<file path="config.mk">
export PLATFORM = sky130hd
export DESIGN_NAME = i2c_master_bit_sequencer_core
export DESIGN_NICKNAME = d
export VERILOG_FILES = /design/src/hdl/i2cmbs_pkg.sv /design/src/hdl/i2c_master_bit_sequencer_core.sv /design/src/hdl/i2cmbs_step.sv
export SDC_FILE = /design/constraint.sdc
export NUM_CORES = 1
export LEC_CHECK = 0
export BUFFER_PORTS_ARGS = -buffer_cell sky130_fd_sc_hd__clkbuf_2
export CAP_MARGIN = 20
export CELL_PAD_IN_SITES_DETAIL_PLACEMENT = 0
export CELL_PAD_IN_SITES_GLOBAL_PLACEMENT = 1
export CORE_MARGIN = 2
export CORE_UTILIZATION = 25
export CTS_CLUSTER_DIAMETER = 120
export DETAILED_ROUTE_END_ITERATION = 8
export PLACE_DENSITY_LB_ADDON = 0.1
export SLEW_MARGIN = 30
export SYNTH_ARGS = -nofsm -noshare
export SYNTH_HDL_FRONTEND = slang
export SYNTH_SLANG_ARGS = --single-unit
</file>
<file path="constraint.sdc">
create_clock -name clk_i -period 4.48 [get_ports clk_i]
set_input_delay 1.12 -clock clk_i [delete_from_list [all_inputs] [get_ports clk_i]]
set_output_delay 1.12 -clock clk_i [all_outputs]
set_load 0.02 [all_outputs]
</file>
<file path="src/hdl/i2cmbs_pkg.sv">
// Shared types and constants for the I2C master bit sequencer.
`default_nettype none

package i2cmbs_pkg;

  // Bits in one byte on the bus, and the SCL low/high phases they take.
  localparam int unsigned BitsPerByte   = 8;
  localparam int unsigned PhasesPerByte = 2 * BitsPerByte;

  // Command codes; the idle code doubles as the tick-only action.
  typedef enum logic [2:0] {
    OP_IDLE  = 3'd0,
    OP_START = 3'd1,
    OP_STOP  = 3'd2,
    OP_WRITE = 3'd3,
    OP_READ  = 3'd4,
    OP_ACK   = 3'd5,
    OP_WAIT  = 3'd6
  } op_e;

  // Sequencer state carried from one tick to the next.
  typedef struct packed {
    op_e        op;
    logic [4:0] phase;
    logic [3:0] bit_cnt;
    logic [7:0] shift;
    logic       scl;
    logic       sda;
    logic       ack;
    logic       nack;
    logic [7:0] rx_hold;
  } seq_state_t;

  // Per-tick status that goes with each result word.
  typedef struct packed {
    logic busy;
    logic done;
  } seq_status_t;

endpackage

`default_nettype wire

</file>
<file path="src/hdl/i2c_master_bit_sequencer_core.sv">
// An accepted word moves on from the input register when the result register is
// free or drains. Throughput: one word per cycle while out_stall_i is low; each
// word runs one bus phase in a single pass of next-state logic between registers.
// Reset: the bus lines are released high, the sequencer is idle, the received
// byte and the ack flags are cleared, and both pipeline stages are empty.
`default_nettype none

module i2c_master_bit_sequencer_core (
  input  logic       clk_i,
  input  logic       rst_ni,
  input  logic       in_valid_i,
  output logic       in_stall_o,
  input  logic [2:0] action_i,
  input  logic [7:0] tx_byte_i,
  input  logic       send_ack_i,
  input  logic       sda_in_i,
  output logic       out_valid_o,
  input  logic       out_stall_i,
  output logic       scl_level_o,
  output logic       sda_level_o,
  output logic       busy_res_o,
  output logic       done_res_o,
  output logic [7:0] rx_byte_o,
  output logic       ack_seen_o,
  output logic       nack_stopped_o
);
  import i2cmbs_pkg::*;

  // Input register.
  logic       in_valid_q;
  logic [2:0] action_q;
  logic [7:0] tx_byte_q;
  logic       send_ack_q;
  logic       sda_in_q;

  // Sequencer state and result register.
  seq_state_t  state_q, state_d;
  seq_status_t status_d;
  logic        out_valid_q;
  logic        scl_q, sda_q, busy_q, done_q, ack_q, nack_q;
  logic [7:0]  rx_q;

  logic in_accept;
  logic advance;

  // The input word moves on whenever the result register is free or drains.
  assign advance    = in_valid_q & (~out_valid_q | ~out_stall_i);
  assign in_stall_o = in_valid_q & ~advance;
  assign in_accept  = in_valid_i & ~in_stall_o;

  // Input register.
  always_ff @(posedge clk_i or negedge rst_ni) begin
    if (!rst_ni) begin
      in_valid_q <= 1'b0;
    end else if (in_accept) begin
      in_valid_q <= 1'b1;
    end else if (advance) begin
      in_valid_q <= 1'b0;
    end
  end

  always_ff @(posedge clk_i) begin
    if (in_accept) begin
      action_q   <= action_i;
      tx_byte_q  <= tx_byte_i;
      send_ack_q <= send_ack_i;
      sda_in_q   <= sda_in_i;
    end
  end

  i2cmbs_step u_step (
    .state_i    (state_q),
    .action_i   (action_q),
    .tx_byte_i  (tx_byte_q),
    .send_ack_i (send_ack_q),
    .sda_in_i   (sda_in_q),
    .state_o    (state_d),
    .status_o   (status_d)
  );

  // Sequencer state moves one phase per processed word.
  always_ff @(posedge clk_i or negedge rst_ni) begin
    if (!rst_ni) begin
      state_q.op      <= OP_IDLE;
      state_q.phase   <= '0;
      state_q.bit_cnt <= '0;
      state_q.shift   <= '0;
      state_q.scl     <= 1'b1;
      state_q.sda     <= 1'b1;
      state_q.ack     <= 1'b0;
      state_q.nack    <= 1'b0;
      state_q.rx_hold <= '0;
    end else if (advance) begin
      state_q <= state_d;
    end
  end

  // Result register.
  always_ff @(posedge clk_i or negedge rst_ni) begin
    if (!rst_ni) begin
      out_valid_q <= 1'b0;
    end else if (advance) begin
      out_valid_q <= 1'b1;
    end else if (!out_stall_i) begin
      out_valid_q <= 1'b0;
    end
  end

  always_ff @(posedge clk_i) begin
    if (advance) begin
      scl_q  <= state_d.scl;
      sda_q  <= state_d.sda;
      busy_q <= status_d.busy;
      done_q <= status_d.done;
      rx_q   <= state_d.rx_hold;
      ack_q  <= state_d.ack;
      nack_q <= state_d.nack;
    end
  end

  assign out_valid_o    = out_valid_q;
  assign scl_level_o    = scl_q;
  assign sda_level_o    = sda_q;
  assign busy_res_o     = busy_q;
  assign done_res_o     = done_q;
  assign rx_byte_o      = rx_q;
  assign ack_seen_o     = ack_q;
  assign nack_stopped_o = nack_q;

  // A result word never claims to be both still running and finished.
  a_busy_done_excl : assert property (@(posedge clk_i) disable iff (!rst_ni)
    out_valid_o |-> !(busy_res_o && done_res_o))
    else $error("busy and done both set in one result word");

  // The phase counter is parked at zero whenever the sequencer is idle.
  a_idle_phase : assert property (@(posedge clk_i) disable iff (!rst_ni)
    (state_q.op == OP_IDLE) |-> (state_q.phase == 5'd0))
    else $error("idle sequencer with nonzero phase");

  // An empty input register never pushes back.
  a_no_false_stall : assert property (@(posedge clk_i) disable iff (!rst_ni)
    !in_valid_q |-> !in_stall_o)
    else $error("input stalled with empty input register");

  // Every processed word shows up in the result register.
  a_advance_result : assert property (@(posedge clk_i) disable iff (!rst_ni)
    advance |=> out_valid_q)
    else $error("processed word lost before the result register");

endmodule

`default_nettype wire

</file>
<file path="src/hdl/i2cmbs_step.sv">
// Next-state logic for one bus-phase tick of the I2C bus sequencer.
`default_nettype none

module i2cmbs_step (
  input  i2cmbs_pkg::seq_state_t  state_i,
  input  logic [2:0]              action_i,
  input  logic [7:0]              tx_byte_i,
  input  logic                    send_ack_i,
  input  logic                    sda_in_i,
  output i2cmbs_pkg::seq_state_t  state_o,
  output i2cmbs_pkg::seq_status_t status_o
);
  import i2cmbs_pkg::*;

  seq_state_t s;
  logic       fin;
  logic       active;

  always_comb begin
    s      = state_i;
    fin    = 1'b0;
    active = 1'b0;

    // An idle sequencer takes a new command; anything else is ignored.
    if (s.op == OP_IDLE) begin
      if (action_i >= 3'(OP_START) && action_i <= 3'(OP_WAIT)) begin
        s.op      = op_e'(action_i);
        s.phase   = '0;
        s.bit_cnt = '0;
        if (action_i == 3'(OP_WRITE)) begin
          s.shift = tx_byte_i;
        end
      end
    end

    // Run one phase of the current command.
    if (s.op != OP_IDLE) begin
      active = 1'b1;
      case (s.op)
        OP_START: begin
          if (s.phase == 5'd0) s.sda = 1'b1;
          else if (s.phase == 5'd1) s.scl = 1'b1;
          else if (s.phase == 5'd2) s.sda = 1'b0;
          else begin
            s.scl = 1'b0;
            fin   = 1'b1;
          end
        end
        OP_STOP: begin
          if (s.phase == 5'd0) s.sda = 1'b0;
          else if (s.phase == 5'd1) s.scl = 1'b1;
          else begin
            s.sda = 1'b1;
            fin   = 1'b1;
          end
        end
        OP_WRITE: begin
          if (s.phase < 5'(PhasesPerByte)) begin
            if (!s.phase[0]) begin
              // SCL is left alone before the first bit.
              if (s.bit_cnt != 4'd0) s.scl = 1'b0;
              s.sda = s.shift[7];
            end else begin
              s.scl     = 1'b1;
              s.shift   = {s.shift[6:0], 1'b0};
              s.bit_cnt = s.bit_cnt + 4'd1;
            end
          end else begin
            s.scl = 1'b0;
            fin   = 1'b1;
          end
        end
        OP_READ: begin
          if (s.phase == 5'd0) begin
            s.sda = 1'b1;
          end else if (s.phase[0]) begin
            // SCL high: sample the data line.
            s.scl   = 1'b1;
            s.shift = {s.shift[6:0], sda_in_i};
          end else begin
            s.scl     = 1'b0;
            s.bit_cnt = s.bit_cnt + 4'd1;
            if (s.phase >= 5'(PhasesPerByte)) begin
              s.rx_hold = s.shift;
              fin       = 1'b1;
            end
          end
        end
        OP_ACK: begin
          if (s.phase == 5'd0) s.sda = ~send_ack_i;
          else if (s.phase == 5'd1) s.scl = 1'b1;
          else begin
            s.scl = 1'b0;
            s.sda = 1'b1;
            fin   = 1'b1;
          end
        end
        OP_WAIT: begin
          // A NACK keeps going through a stop of its own.
          if (s.phase == 5'd0) begin
            s.sda = 1'b1;
          end else if (s.phase == 5'd1) begin
            s.scl  = 1'b1;
            s.ack  = ~sda_in_i;
            s.nack = sda_in_i;
          end else if (s.phase == 5'd2) begin
            s.scl = 1'b0;
            if (s.ack) fin = 1'b1;
          end else if (s.phase == 5'd3) begin
            s.sda = 1'b0;
          end else if (s.phase == 5'd4) begin
            s.scl = 1'b1;
          end else begin
            s.sda = 1'b1;
            fin   = 1'b1;
          end
        end
        default: begin
          s.op = OP_IDLE;
        end
      endcase

      // Advance the phase counter or return to idle.
      if (fin) begin
        s.op    = OP_IDLE;
        s.phase = '0;
      end else begin
        s.phase = s.phase + 5'd1;
      end
    end
  end

  assign state_o       = s;
  assign status_o.busy = active & ~fin;
  assign status_o.done = fin;

endmodule

`default_nettype wire

</file>
==> flow_metrics.py, run 1 <==
metrics = {
    "pwr": {
        "ir_drop_uv": 200,
        "p_seq_frac": 0.351,
        "p_switching_mw": 1.14,
        "p_clk_frac": 0.245,
        "p_sw_frac": 0.399,
        "power_density_mw_per_mm2": 715,
        "pwr-share-comb": 0.404,
        "p_total_mw": 2.85,
        "p_leak_nw": 1.58,
        "intPower_mw": 1.71,
    },
    "sta": {
        "fin_setup_tns_ns": 0,
        "setup_slack_ns": 1.10,
        "worst_clock_skew_ns": 0.00722,
        "final_hold_viol_count": 0,
        "clock.fmax_ghz": 0.295,
        "worst_pin_slew_ns": 0.839,
        "slew_headroom": 0.441,
        "setup_viol": 0,
        "report.final.slew_viol_count": 0,
        "period_share": 0.755,
        "rsz0062_at_grt": "false",
        "layout_min_cycle_time_ns": 3.38,
    },
    "synthesis": {
        "synth_cell_types": 66,
        "synth_top_cell_area_share": 0.237,
        "synth-seq-cells": 61,
        "synthCells": 330,
        "synthTopCellsByArea": "edfxtp_1 24%, dfrtp_1 23%, nor2_1 3.2%",
        "muxShareOfSynthArea": 0.0585,
        "synth_top_family_by_area": "compound AO/OA/AOI/OAI gates",
        "ys.flop_type": "dfrtp_1",
        "synthArstFlopShare": 0.557,
        "syn_area_per_cell_sq_um": 10.4,
        "synth_nets": 349,
        "synth-seq-area-share": 0.486,
        "synth_compound_area_frac": 0.206,
        "synthAdderAreaFrac": 0.00732,
        "yosys.area_share.simple": 0.186,
        "syn_area_sq_mm": 0.00342,
        "synth_edf_count": 27,
        "yosys.area.top_type": "edfxtp_1",
        "synth_xor_area_frac": 0.00256,
        "yosysWarnings": 0,
    },
    "clock_tree": {
        "clock-root-buffer": "clkbuf_16",
        "clock_latency_ns": 0.33,
        "post-cts-setup-buffer-count": 0,
        "cts.sinks": 61,
        "ctsResizeCount": 0,
        "cts_buffer_depth": 2,
        "tritoncts": "done",
        "cts_buffers": 9,
        "htreeDepth": 3,
        "cts_hold_buf": 0,
        "path_clk_slew_ns": 0.06,
    },
    "global_route": {
        "grt_max_degree": 38,
        "grt_usage": 0.145,
        "grt_pass1_wl_microns": 15900,
        "grt_pass1_vias": 2747,
        "grt_overflow": 0,
        "antenna_found_initial": 0,
    },
    "finish": {
        "synthToLayoutAreaGrowth_pct": 16.7,
        "final-seq-area_sq_mm": 0.00166,
        "drive_gt1_frac": 0.232,
        "nFillCells": 1379,
        "final_util": 0.300,
        "multiInputGateArea_sq_mm": 0.00158,
        "fin_nets": 372,
        "n_antenna_cell": 0,
    },
    "setup_path": {
        "cp_max_fo": 24,
        "r2r_cells": 10,
        "endpoint_kind": "flop",
        "critPathLaunchType": "flop",
        "path_class": "reg -> reg",
        "r2r-start": "state_q[31]",
        "r2r_slack_ns": 1.10,
        "setup.worst_path.start": "state_q[31]",
        "cp.required_ns": 4.68,
        "critPathCapture": "scl_level_o",
        "arrival_ns": 3.59,
        "r2r_end": "scl_level_o",
    },
    "die": {
        "rows": 42,
        "die_w_microns": 121,
        "design.die.area_sq_mm": 0.0146,
        "start_util": 0.257,
        "fp.dieH_microns": 121,
        "num_io_pins": 33,
        "core_area_sq_mm": 0.0133,
    },
    "detailed_routing": {
        "drc": 0,
        "vias_per_cell": 4.96,
        "first_pass_iters": 4,
        "wl_per_cell_microns": 18.3,
        "ant_nets": 0,
        "drt_iter0_drc": 205,
        "vias": 2651,
        "wirelength_microns": 9790,
    },
    "placement": {
        "place.detailed.hpwl_microns": 6750,
        "gp_congestion": 0.840,
        "dp_slack_ns": 1.16,
        "io_buffers": 32,
    },
    "min_path": {
        "hold_class": "reg -> reg",
        "worstHoldPathCells": 2,
    },
    "run": {
        "cap_violations": 0,
    },
    "status": {
        "status": "complete, no violations",
    },
}
[logic make-up (layout without fill, tap and decap cells)]
family	count (synthesis)	after routing
compound gates	95	95
xor+xnor	1	1
fa+ha+maj	2	2
buf+inv	35	63
flops	61	61
mux	18	18
simple gates	118	118
[through the flow]
stage	area, sq um	instances	hold slack, ns
finish	3990	534	0.485
global route	3990	534	0.517
CTS	3990	534	0.490
detailed placement	3700	518	0.480
global placement	3690	518	0.472
floorplan	3420	330	0.449
[synth_stat cells (8+ instances only)]
cell      count
dfrtp_1      32
nor2_1       29
edfxtp_1     27
nand2_1      19
o21ai_0      17
a21oi_1      16
nor3_1       14
clkbuf_1     13
a21oi_2       9
inv_1         9
nand3_1       9
mux2_2        8
mux2i_1       8
[state kept, by name (all words and copies together) (netlist names)]
signal	count
state_q	32
busy_res_o	1
rx_byte_o	8
send_ack_q	1
nack_stopped_o	1
scl_level_o	1
tx_byte_q	8
done_res_o	1
out_valid_o	1
sda_in_q	1
sda_level_o	1
action_q	3
ack_seen_o	1
in_valid_q	1
[critical path: stages (launching register included)]
cell       delay [ns]
dfrtp_1          0.62
or3_1            0.63
or3_4            0.54
nand2_1          0.12
ha_1             0.15
nand2_1          0.06
or3_1            0.30
a2111oi_0        0.43
a2111oi_0        0.16
o21ai_0          0.11
o21a_1           0.13
[final cells by class]
cell class              instances  area share
repair buffers                 37      0.0502
inverters                      10     0.00940
well taps                     176      0.0552
clock inverters                 4      0.0119
clock buffers                  12      0.0618
flip-flops and latches         61       0.417
multi-input cells             234       0.395
[layer usage]
metal / vias to the layer above / part of all wire / global-route usage
met1: 1304 / 0.49 / 0.202
met5: - / 0 / 0
met4: 0 / 0.013 / 0.0516
met3: 9 / 0.048 / 0.0404
met2: 58 / 0.45 / 0.214
li1: 1280 / - / -
[power groups by stage]
stage | clock (mW) | sequential (mW) | combinational, mW
global placement | 0 | 1.01 | 1.17
floorplan | 0 | 0.969 | 0.904
CTS | 0.721 | 1.00 | 1.17
global route | 0.746 | 1.04 | 1.30
finish | 0.698 | 1.00 | 1.15
detailed placement | 0 | 1.01 | 1.16
[cells in the final DEF (no fill, tap or decap), drive strengths merged, types with 3 or more instances in the layout]
cell	instances
edfxtp	27
and2	3
nor3	15
buf	5
or2	3
a221o	6
and3b	3
or4	3
a31oi	5
nor2b	4
o31a	3
o21a	7
o22a	3
or3	8
a21oi	25
o31ai	4
nand3	9
nor4	3
inv	10
o2111ai	3
mux2	10
clkbuf	44
o21ai	18
nand2	19
nand2b	7
nor2	31
nor3b	3
dfrtp	32
mux2i	8
[how the worst min path moves through the flow]
stage	start	end	slack [ns]
after floorplan	state_q[12]	state_q[12]	0.45
after global placement	state_q[12]	state_q[12]	0.47
after detailed placement	state_q[12]	state_q[12]	0.48
after CTS	state_q[12]	state_q[12]	0.49
after global routing	state_q[19]	state_q[19]	0.52
final	state_q[12]	state_q[12]	0.49
(Power assumes the default switching activity.)
==> run 2: changes to the inputs <==
==> constraint.sdc (replaced) <==
create_clock -name clk_i -period 3.4 [get_ports clk_i]
set_input_delay 0.85 -clock clk_i [delete_from_list [all_inputs] [get_ports clk_i]]
set_output_delay 0.85 -clock clk_i [all_outputs]
set_load 0.02 [all_outputs]
==> run 2 against run 1 <==
Compared with the run above: register-to-register slack lost 0.64 ns; first-iteration DRC count is 32% lower; via count up 2.8%; worst hold slack got worse by 0.0055 ns; non-clock buffer count up 8; sequential share of layout area decreased by 0.92 points; utilization up 0.68 points; largest power group unchanged; wire length fell by 2.7%; die area unchanged; combinational power is 40% higher.
==> flow_metrics.py, run 2 (synthesis results as in run 1) <==
metrics = {
    "status": {
        "status": "complete, no violations",
    },
    "sta": {
        "slew_headroom": 0.435,
        "worst_clock_skew_ns": 0.00554,
        "setup_viol": 0,
        "worst_pin_slew_ns": 0.841,
        "period_share": 0.867,
        "fin_setup_tns_ns": 0,
        "clock.fmax_ghz": 0.339,
        "rsz0062_at_grt": "false",
        "layout_min_cycle_time_ns": 2.95,
        "final_hold_viol_count": 0,
        "report.final.slew_viol_count": 0,
    },
    "finish": {
        "nFillCells": 1385,
        "n_antenna_cell": 0,
        "largest_register": "state_q",
        "drive_gt1_frac": 0.254,
        "mostFrequentLayoutCell": "dfrtp_1",
        "synthToLayoutAreaGrowth_pct": 19.3,
        "multiInputGateArea_sq_mm": 0.00158,
        "final_util": 0.307,
        "layout_common_cells": "32 x dfrtp_1, 31 x clkbuf_2, 29 x nor2_1, 27 x edfxtp_1, 19 x nand2_1",
        "final-seq-area_sq_mm": 0.00166,
        "fin_nets": 380,
        "largest_reg_flops": 32,
    },
    "min_path": {
        "hold_class": "reg -> reg",
    },
    "detailed_routing": {
        "drc": 0,
        "first_pass_iters": 4,
        "wirelength_microns": 9520,
        "ant_nets": 0,
        "wl_per_cell_microns": 17.6,
        "vias": 2725,
        "vias_per_cell": 5.03,
        "drt_iter0_drc": 139,
    },
    "clock_tree": {
        "post-cts-setup-buffer-count": 0,
        "ctsResizeCount": 0,
        "clock_latency_ns": 0.33,
        "cts_buffers": 9,
        "tritoncts": "done",
        "path_clk_slew_ns": 0.06,
        "cts_buffer_depth": 2,
        "cts.sinks": 61,
        "clock-root-buffer": "clkbuf_16",
        "cts_hold_buf": 0,
        "htreeDepth": 3,
    },
    "setup_path": {
        "r2r-start": "action_q[2]",
        "critPathLaunchType": "flop",
        "path_class": "reg -> reg",
        "critPathCapture": "scl_level_o",
        "setup.worst_path.start": "action_q[2]",
        "r2r_slack_ns": 0.45,
        "endpoint_kind": "flop",
        "cp_max_fo": 12,
        "arrival_ns": 3.15,
        "cp.required_ns": 3.60,
        "r2r_cells": 10,
        "r2r_end": "scl_level_o",
    },
    "pwr": {
        "p_sw_frac": 0.393,
        "p_switching_mw": 1.53,
        "p_clk_frac": 0.258,
        "pwr-share-comb": 0.412,
        "intPower_mw": 2.36,
        "power_density_mw_per_mm2": 954,
        "ir_drop_uv": 293,
        "p_seq_frac": 0.329,
        "p_leak_nw": 1.63,
    },
    "run": {
        "cap_violations": 0,
    },
    "global_route": {
        "antenna_found_initial": 0,
        "grt_max_degree": 38,
        "grt_pass1_vias": 2791,
        "grt_pass1_wl_microns": 15800,
        "grt_usage": 0.142,
        "grt_overflow": 0,
    },
    "die": {
        "design.die.area_sq_mm": 0.0146,
        "start_util": 0.257,
        "rows": 42,
        "core_area_sq_mm": 0.0133,
        "num_io_pins": 33,
        "die_w_microns": 121,
        "fp.dieH_microns": 121,
    },
    "placement": {
        "gp_congestion": 0.828,
        "place.detailed.hpwl_microns": 6650,
        "io_buffers": 32,
    },
}
## run 2: worst max-delay path, stage by stage (launching register included)
cell and delay, ns:
edfxtp_1 0.54, and3_1 0.34, or3_4 0.48, nand2_1 0.13, ha_1 0.14, nand2_1 0.06
or3_1 0.30, a2111oi_0 0.42, a2111oi_0 0.15, o21ai_0 0.12, o21a_1 0.14
## run 2: how the worst min path moves through the flow
stage / startpoint / endpoint / slack, ns / depth (start not counted)
after detailed placement: state_q[12] / state_q[12] / 0.47 / 2
after global placement: state_q[12] / state_q[12] / 0.47 / 2
after CTS: state_q[12] / state_q[12] / 0.48 / 2
after global routing: state_q[5] / state_q[5] / 0.52 / 1
final: state_q[12] / state_q[12] / 0.48 / 2
after floorplan: state_q[12] / state_q[12] / 0.45 / 2
## run 2: layout make-up
| cell class | instances | share of cell area |
|---|---|---|
| well taps | 176 | 0.0540 |
| multi-input cells | 234 | 0.386 |
| clock buffers | 9 | 0.0552 |
| inverters | 10 | 0.00920 |
| repair buffers | 45 | 0.0638 |
| flip-flops and latches | 61 | 0.408 |
| clock inverters | 7 | 0.0242 |
## run 2: power by group through the flow
stage                     logic, mW  registers (mW)  clock network, mW
final                          1.61            1.28               1.01
after global routing           1.79            1.33               1.06
after CTS                      1.62            1.28               1.03
after detailed placement       1.61            1.29                  0
after global placement         1.65            1.30                  0
after floorplan                1.19            1.28                  0
## run 2: stage by stage
stage,cell area [sq um],setup WS (ns),instances,hold slack (ns),power [mW]
finish,4080,0.452,542,0.480,3.90
global route,4080,0.282,542,0.516,4.18
CTS,4080,0.475,542,0.485,3.93
detailed placement,3760,0.515,526,0.471,2.90
global placement,3750,0.556,526,0.470,2.94
floorplan,3420,0.546,330,0.449,2.47
## run 2: per-layer routing
layer  vias up  part of all wire  global-route usage
li1       1307                 -                   -
met1      1346              0.51               0.206
met2        62              0.44               0.211
met3        10             0.039              0.0301
met4         0             0.015              0.0451
met5         -                 0                   0
==> run 3: changes to the inputs <==
--- a/config.mk
+++ b/config.mk
@@ -17,4 +17,5 @@
 export SLEW_MARGIN = 30
 export SYNTH_ARGS = -nofsm -noshare
 export SYNTH_HDL_FRONTEND = slang
+export SYNTH_HIERARCHICAL = 1
 export SYNTH_SLANG_ARGS = --single-unit
==> run 3 against run 2 <==
Compared with the run above: clock power down 15%; sequential share of layout area grew 0.15 points; non-clock buffer count decreased by 4; largest power group unchanged.
==> flow_metrics.py, run 3 <==
metrics = {
    "clock_tree": {
        "clock-root-buffer": "clkbuf_16",
        "path_clk_slew_ns": 0.06,
        "tritoncts": "done",
        "htreeDepth": 3,
        "cts.sinks": 61,
        "post-cts-setup-buffer-count": 0,
        "clock_latency_ns": 0.34,
        "ctsResizeCount": 0,
        "cts_buffer_depth": 2,
        "cts_buffers": 9,
        "cts_hold_buf": 0,
    },
    "placement": {
        "dp_slack_ns": 0.295,
        "dpl_cell_area_sq_mm": 0.00378,
        "io_buffers": 32,
        "place.detailed.hpwl_microns": 5990,
        "gp_congestion": 0.768,
        "placed_cells": 504,
    },
    "setup_path": {
        "r2r_cells": 10,
        "cp_max_fo": 14,
        "critPathLaunchType": "flop",
        "endpoint_kind": "flop",
        "r2r-start": "state_q[30]",
        "r2r_slack_ns": 0.50,
        "path_cells": "nor3_2, nand3_2, nand2_1, ha_1, nand2_1, or3_1, a21oi_1, o21ai_0, a21oi_1, mux2_2",
        "arrival_ns": 3.18,
        "cpPeakStageDelay_ns": 0.54,
        "r2r_end": "state_q[11]",
        "path_class": "reg -> reg",
        "cp_slowest_cell": "dfrtp_1",
        "cp.required_ns": 3.69,
    },
    "finish": {
        "nFillCells": 1373,
        "fin_cells": 520,
        "drive_gt1_frac": 0.328,
        "n_antenna_cell": 0,
        "stdcell_area_sq_mm": 0.00407,
        "fin_nets": 358,
        "synthToLayoutAreaGrowth_pct": 18.6,
        "final_util": 0.306,
        "layout_common_cells": "34 x mux2_2, 32 x dfrtp_1, 31 x clkbuf_2, 27 x edfxtp_1, 26 x nor2_1",
        "mostFrequentLayoutCell": "mux2_2",
        "final-seq-area_sq_mm": 0.00166,
        "largest_register": "state_q",
        "multiInputGateArea_sq_mm": 0.00163,
        "largest_reg_flops": 32,
    },
    "sta": {
        "rsz0062_at_grt": "false",
        "slew_headroom": 0.498,
        "worst_clock_skew_ns": 0.00737,
        "report.final.slew_viol_count": 0,
        "hold_slack_ns": 0.476,
        "period_share": 0.852,
        "clock.fmax_ghz": 0.345,
        "layout_min_cycle_time_ns": 2.90,
        "setup_viol": 0,
        "worst_pin_slew_ns": 0.745,
        "final_hold_viol_count": 0,
        "fin_setup_tns_ns": 0,
        "setup_slack_ns": 0.503,
    },
    "die": {
        "die_w_microns": 121,
        "start_util": 0.258,
        "fp.dieH_microns": 121,
        "num_io_pins": 33,
        "core_area_sq_mm": 0.0133,
        "rows": 42,
        "design.die.area_sq_mm": 0.0147,
    },
    "pwr": {
        "p_clk_frac": 0.240,
        "p_total_mw": 3.59,
        "p_leak_nw": 1.68,
        "pwr-share-comb": 0.427,
        "p_seq_frac": 0.333,
        "power_density_mw_per_mm2": 882,
        "intPower_mw": 2.13,
        "p_switching_mw": 1.45,
        "p_sw_frac": 0.405,
        "ir_drop_uv": 227,
    },
    "global_route": {
        "grt_overflow": 0,
        "grt_usage": 0.129,
        "grt_pass1_wl_microns": 14200,
        "antenna_found_initial": 0,
        "grt_max_degree": 47,
        "grt_pass1_vias": 2594,
    },
    "synthesis": {
        "yosys.area.top_type": "edfxtp_1",
        "syn_area_per_cell_sq_um": 11.2,
        "synth_nets": 324,
        "synth-seq-area-share": 0.485,
        "synth_most_common_cell": "mux2_2",
        "synthTopCellsByArea": "edfxtp_1 24%, dfrtp_1 23%, mux2_2 11%",
        "synth_top_cell_area_share": 0.236,
        "synthArstFlopShare": 0.557,
        "yosysWarnings": 6,
        "ys.flop_type": "dfrtp_1",
        "syn_area_sq_mm": 0.00343,
        "synth_cell_types": 68,
        "synth_edf_count": 27,
        "synth_common_cells": "34 x mux2_2, 32 x dfrtp_1, 27 x edfxtp_1",
        "synth-seq-cells": 61,
        "synthCells": 305,
    },
    "detailed_routing": {
        "first_pass_iters": 5,
        "wl_per_cell_microns": 16.6,
        "vias_per_cell": 4.91,
        "drt_iter0_drc": 150,
        "ant_nets": 0,
        "vias": 2554,
        "wirelength_microns": 8650,
        "drc": 0,
    },
    "min_path": {
        "hp-start": "in_valid_q",
        "worstHoldPathCells": 1,
        "hold_path_end": "out_valid_o",
        "hold_class": "reg -> reg",
    },
    "run": {
        "cap_violations": 0,
    },
    "status": {
        "status": "complete, no violations",
    },
}
[run 3: logic make-up (layout without fill, tap and decap cells)]
family	Yosys count	in the layout	share of synthesized area
AO/OA/AOI/OAI	78	78	0.170
flip-flops	61	61	0.485
AND/OR/NAND/NOR	82	82	0.130
buffers and inverters	29	68	0.0409
multiplexers	50	50	0.159
XOR/XNOR	2	2	0.00511
adder cells (fa/ha/maj)	3	3	0.0102
[run 3: critical path: cells and delay by family (launching register included)]
family	cells	cell delay (ns)
flops	1	0.54
fa+ha+maj	1	0.16
simple gates	5	1.45
mux	1	0.18
compound gates	3	0.52
[run 3: per-layer routing]
metal / vias to the layer above / GRT usage / routed length [microns]
met2: 48 / 0.193 / 4000
li1: 1227 / - / -
met4: 0 / 0.0574 / 191
met3: 14 / 0.0324 / 312
met1: 1265 / 0.176 / 4140
met5: - / 0 / 0
[run 3: power groups by stage]
stage | registers, mW | clock network [mW] | logic (mW)
final | 1.19 | 0.861 | 1.53
after global routing | 1.23 | 0.930 | 1.71
after CTS | 1.20 | 0.899 | 1.54
after detailed placement | 1.21 | 0 | 1.53
after global placement | 1.21 | 0 | 1.54
after floorplan | 1.16 | 0 | 1.19
[run 3: layout make-up]
type / instances / share of cell area
sequential: 61 / 0.409
timing repair buffer: 41 / 0.0566
clock buffer: 9 / 0.0554
inverter: 11 / 0.0102
multi-input combinational: 215 / 0.401
tap: 176 / 0.0542
clock inverter: 7 / 0.0135
[run 3: how the worst max path moves through the flow]
| stage | start | end | slack, ns | cells past startpoint |
|---|---|---|---|---|
| floorplan | state_q[30] | state_q[8] | 1.05 | 6 |
| global placement | state_q[30] | state_q[11] | 0.26 | 10 |
| detailed placement | state_q[30] | state_q[11] | 0.29 | 10 |
| CTS | state_q[30] | state_q[11] | 0.26 | 10 |
| global route | state_q[30] | state_q[11] | 0.12 | 10 |
| finish | state_q[30] | state_q[11] | 0.50 | 10 |
